$ cat config.mk
export PLATFORM = sky130hd
export DESIGN_NAME = tbw_queue
export DESIGN_NICKNAME = d
export VERILOG_FILES = /design/src/tbw_pkg.sv /design/src/tbw_queue.sv
export SDC_FILE = /design/constraint.sdc
export NUM_CORES = 1
export LEC_CHECK = 0
export BUFFER_PORTS_ARGS = -buffer_cell sky130_fd_sc_hd__clkbuf_2
export CORE_MARGIN = 5
export CORE_UTILIZATION = 35
export DETAILED_ROUTE_END_ITERATION = 16
export GPL_ROUTABILITY_DRIVEN = 0
export PLACE_DENSITY = 0.63
export SKIP_CTS_REPAIR_TIMING = 1
export SYNTH_ARGS = -nofsm -noshare
export SYNTH_HDL_FRONTEND = slang
export SYNTH_SLANG_ARGS = --single-unit
$ cat constraint.sdc
create_clock -name clk -period 4.8 [get_ports clk]
set_clock_uncertainty 0.05 [all_clocks]
set_input_delay 0.96 -clock clk [delete_from_list [all_inputs] [get_ports clk]]
set_output_delay 0.96 -clock clk [all_outputs]
set_load 0.02 [all_outputs]
$ cat src/tbw_pkg.sv
package tbw_pkg;

  localparam int COORD_W      = 16;
  localparam int WEIGHT_W     = 32;
  localparam int DEF_COORD_FB = 4;
  localparam int DEF_WEIGHT_FB = 16;

  // width of the edge cross-product terms
  localparam int KW      = 2 * (COORD_W + 1) + 1;
  // quotient magnitude bits kept before saturation
  localparam int QW      = 34;
  localparam int Q_DEPTH = 4;

  typedef struct packed {
    logic signed [COORD_W-1:0] ax;
    logic signed [COORD_W-1:0] ay;
    logic signed [COORD_W-1:0] bx;
    logic signed [COORD_W-1:0] by_coord;
    logic signed [COORD_W-1:0] cx_coord;
    logic signed [COORD_W-1:0] cy_coord;
    logic signed [COORD_W-1:0] px;
    logic signed [COORD_W-1:0] py;
  } in_t;

  typedef struct packed {
    logic signed [WEIGHT_W-1:0] weight_a;
    logic signed [WEIGHT_W-1:0] weight_b;
    logic signed [WEIGHT_W-1:0] weight_c;
    logic                       degenerate;
  } out_t;

  typedef struct packed {
    logic signed [KW-1:0] kx;
    logic signed [KW-1:0] ky;
    logic signed [KW-1:0] kz;
  } kq_t;

endpackage

$ cat src/tbw_queue.sv
module tbw_queue (
  input  logic          clk,
  input  logic          rst_n,
  input  logic          push,
  input  tbw_pkg::kq_t  din,
  input  logic          pop,
  output tbw_pkg::kq_t  dout,
  output logic          full,
  output logic          empty
);
  import tbw_pkg::*;

  localparam int PW = $clog2(Q_DEPTH);
  localparam int CW = $clog2(Q_DEPTH + 1);

  kq_t           mem_r [Q_DEPTH];
  logic [PW-1:0] wr_r, rd_r;
  logic [CW-1:0] cnt_r;

  assign full  = (cnt_r == CW'(Q_DEPTH));
  assign empty = (cnt_r == '0);
  assign dout  = mem_r[rd_r];

  always_ff @(posedge clk) begin
    if (!rst_n) begin
      wr_r  <= '0;
      rd_r  <= '0;
      cnt_r <= '0;
    end else begin
      if (push) wr_r <= (wr_r == PW'(Q_DEPTH - 1)) ? '0 : wr_r + 1'b1;
      if (pop)  rd_r <= (rd_r == PW'(Q_DEPTH - 1)) ? '0 : rd_r + 1'b1;
      if (push && !pop)      cnt_r <= cnt_r + 1'b1;
      else if (pop && !push) cnt_r <= cnt_r - 1'b1;
    end
  end

  always_ff @(posedge clk) begin
    if (push) mem_r[wr_r] <= din;
  end

endmodule

==> results.md <==
* CTS tree: done
* Pre-CTS setup slack at between 1500 and 2000 ps
* Post-synthesis to final-layout area growth at 21.01%
* FF-to-FF setup slack at 2610 ps
* Vias at 6951
* Pwr Density at 452.1 mW/mm^2
* Comb pwr share at under 10%
* Die Wd at 221.2 um
* Worst Max-Slew Pin Slew at 872.4 ps
* Vias/cell at 4.741
* Setup crit start kind: flop
* Clock Tree Root: clkbuf_16
* Top cells by area, synth: edfxtp_1 81%, mux4_2 15%, dfxtp_1 1.2%, buf_8 0.58%, ha_1 0.48%
* Area leader, netlist: edfxtp_1
* RSZ-0062 raised after global routing: false
* Met2 usage at 18.69%
* Max Cap Violations at 0
* Pleak at 6.319 nW
* Pins over their slew limit at 0
* Gr usage total at roughly an eighth
* Post-route setup TNS at 0 ps
* Initial antenna violation count at 3
* Antenna Nets Post-Route at 0
* Die area at between 0.04 and 0.05 mm^2
* Grt met3 use at 4.439%
* Fin. Hold Viols at 0
* Drt pass-1 iters at 5
* I/O pins at 216
* Critical path endpoint category: output pin
* Int Pwr at 6.653 mW
* Worst relative slew slack at between 40% and 50%
* GR Util met1 at 16.43%
* Flop pwr share at roughly half
* Synth cell types at 22
* Vias in the first global route at ~7500
* Tcrit/Tclk final at 71.97%
* Rows at 77
* Register area at about 0.013 mm^2
* Share of cells above drive strength 1 at between 40 and 50%
* Average cell area after synthesis at approximately 26 um^2
* DP HPWL at 18070 um
* Async S/R FF share, synth at 0%
* Final nets at 957
* Hold slack at 488.8 ps
* Cell area after layout at 0.01890 mm^2
* Most Used Layer, Global Route: met2
* Register bit total from synthesis at 429
* Iter 0 DRT Violations at 477
* Top cell type's share of synthesized area at between 80% and 90%
* Clock-pin slew on the worst setup and hold paths at 60 ps
* Final worst slack at 1345 ps
* Post-Syn Instances at roughly 600
* CTS buffer count at 45
* Synth top cells by count: 420 x edfxtp_1, 105 x mux4_2, 12 x buf_2
* Pin count of the biggest net entering global routing at 62
* R2R depth at 3
* First-pass GRT wire length at 46250 um
* Ys Warns at 0
* Hold crit path type: flop to flop
* Fmax at 289.5 MHz
* Peak supply drop at 0.3136 mV
* Worst-skew pair later-pin latency at 550 ps
* DRC viols at 0
* Wire per inst at a little over 20 um
* Post-synth EDFFs at 420
* Die Y at 221.2 um
* Clock power frac at 40.1%
* Sw Pwr at 1.890 mW
* Global route overflow at 0
* Final wirelength at 30060 um
* Post-synthesis net count at 709
* H-tree Lvls at 2
* Initial Util at a little over a third
* Worst Path Max Fanout at 52
* DP Area at 0.01743 mm^2
* PortBufs at 215
* Cell area after synthesis at 0.01561 mm^2
* CP required at 3790 ps
* Core footprint at 0.04422 mm^2
* Net Sw Frac at between 20% and 30%
* Multi-input gate area at 0.002638 mm^2
* Crit path DAT at approximately 2400 ps
* CTS Sinks at about 430
* Sequential share of the synthesized area at between 80 and 90%
* Cell with the most instances after synthesis: edfxtp_1
* Crit Path Class: flop to output pin
* Tmin final at 3455 ps
* Top_reg_cell synth: edfxtp_1
* Worst Hold Path Cells at 2
* Filler cells at 3802
* Status: complete, no violations
* Clock Path Buffers at 3
* Final setup vio count at 0
-- critical path, stage by stage (launching register included) --
cell      delay [ps]
dfxtp_4          920
buf_4            420
mux4_2           360
clkbuf_2         170
-- area by class of cell --
type	instances	area share (%)
Sequential cell	429	67.74
Antenna cell	1	0.01324
Timing Repair Buffer	225	6.555
Clock buffer	54	6.363
Multi-Input combinational cell	136	13.96
Inverter	4	0.07946
Tap cell	592	3.920
Clock inverter	25	1.371
-- kinds of logic after synthesis --
group | synth area share [%]
AO/OA/AOI/OAI | 0.1282
multiplexers | 15.40
AND/OR/NAND/NOR | 0.5769
buffers and inverters | 1.250
adder cells (fa/ha/maj) | 0.6090
flip-flops | 81.92
XOR/XNOR | 0.1122
-- path summary, 6_finish.rpt --
kind | startpoint | end
min reg2reg | rd_r[1] | flop
min | rd_r[1] | flop
max reg2reg | wr_r[0] | mem_r[3][92]
max | flop | dout[56]
-- layer usage --
layer	wire length, um	vias to the layer above
met5	34	-
li1	-	3049
met3	2494	57
met2	14030	214
met4	643	6
met1	12860	3625
-- registers in the layout, summed over array words and instances (netlist names), named ones only --
signal / count
wr_r: 2
cnt_r: 3
mem_r: 420
rd_r: 2
-- metrics by stage --
stage | util (%) | power, mW | std cells
after floorplan | - | 4.917 | 593
after global placement | 39.42 | 5.210 | 1386
after detailed placement | 39.42 | 5.226 | 1386
after CTS | 42.72 | 8.677 | 1465
after global routing | 42.72 | 8.894 | 1465
final | 42.73 | 8.543 | 1466
-- placed cells by master (no fill, tap or decap) --
cell        synthesis  layout
nor2b_1             5       5
or3_1               1       1
clkbuf_16           0      47
a21boi_0            1       1
inv_6               0       1
inv_1               4       4
clkinvlp_4          0       4
clkinv_2            0       7
clkbuf_1            5       7
o21a_1              1       1
dfxtp_1             9       7
buf_12              0       7
and2_4              0       4
fa_1                1       1
xor2_1              1       1
buf_4               0       3
clkinv_1            0       7
and2_1              5       1
edfxtp_1          420     420
dfxtp_4             0       2
nor2_1              1       1
o21ai_0             1       1
mux2i_1             4       4
ha_1                6       6
mux4_2            105     105
nor3b_1             1       1
diode_2             0       1
bufinv_16           0       5
clkbuf_2            0     215
xnor2_1             1       1
clkinv_4            0       1
nor3_1              2       2
-- power by group through the flow --
stage	sequential, mW	combinational, mW	clock, mW
floorplan	4.41	0.504	0
global placement	4.43	0.782	0
detailed placement	4.44	0.790	0
CTS	4.36	0.793	3.53
global route	4.37	0.831	3.70
finish	4.35	0.768	3.42
Note: power is estimated with default switching activity, not from simulation.
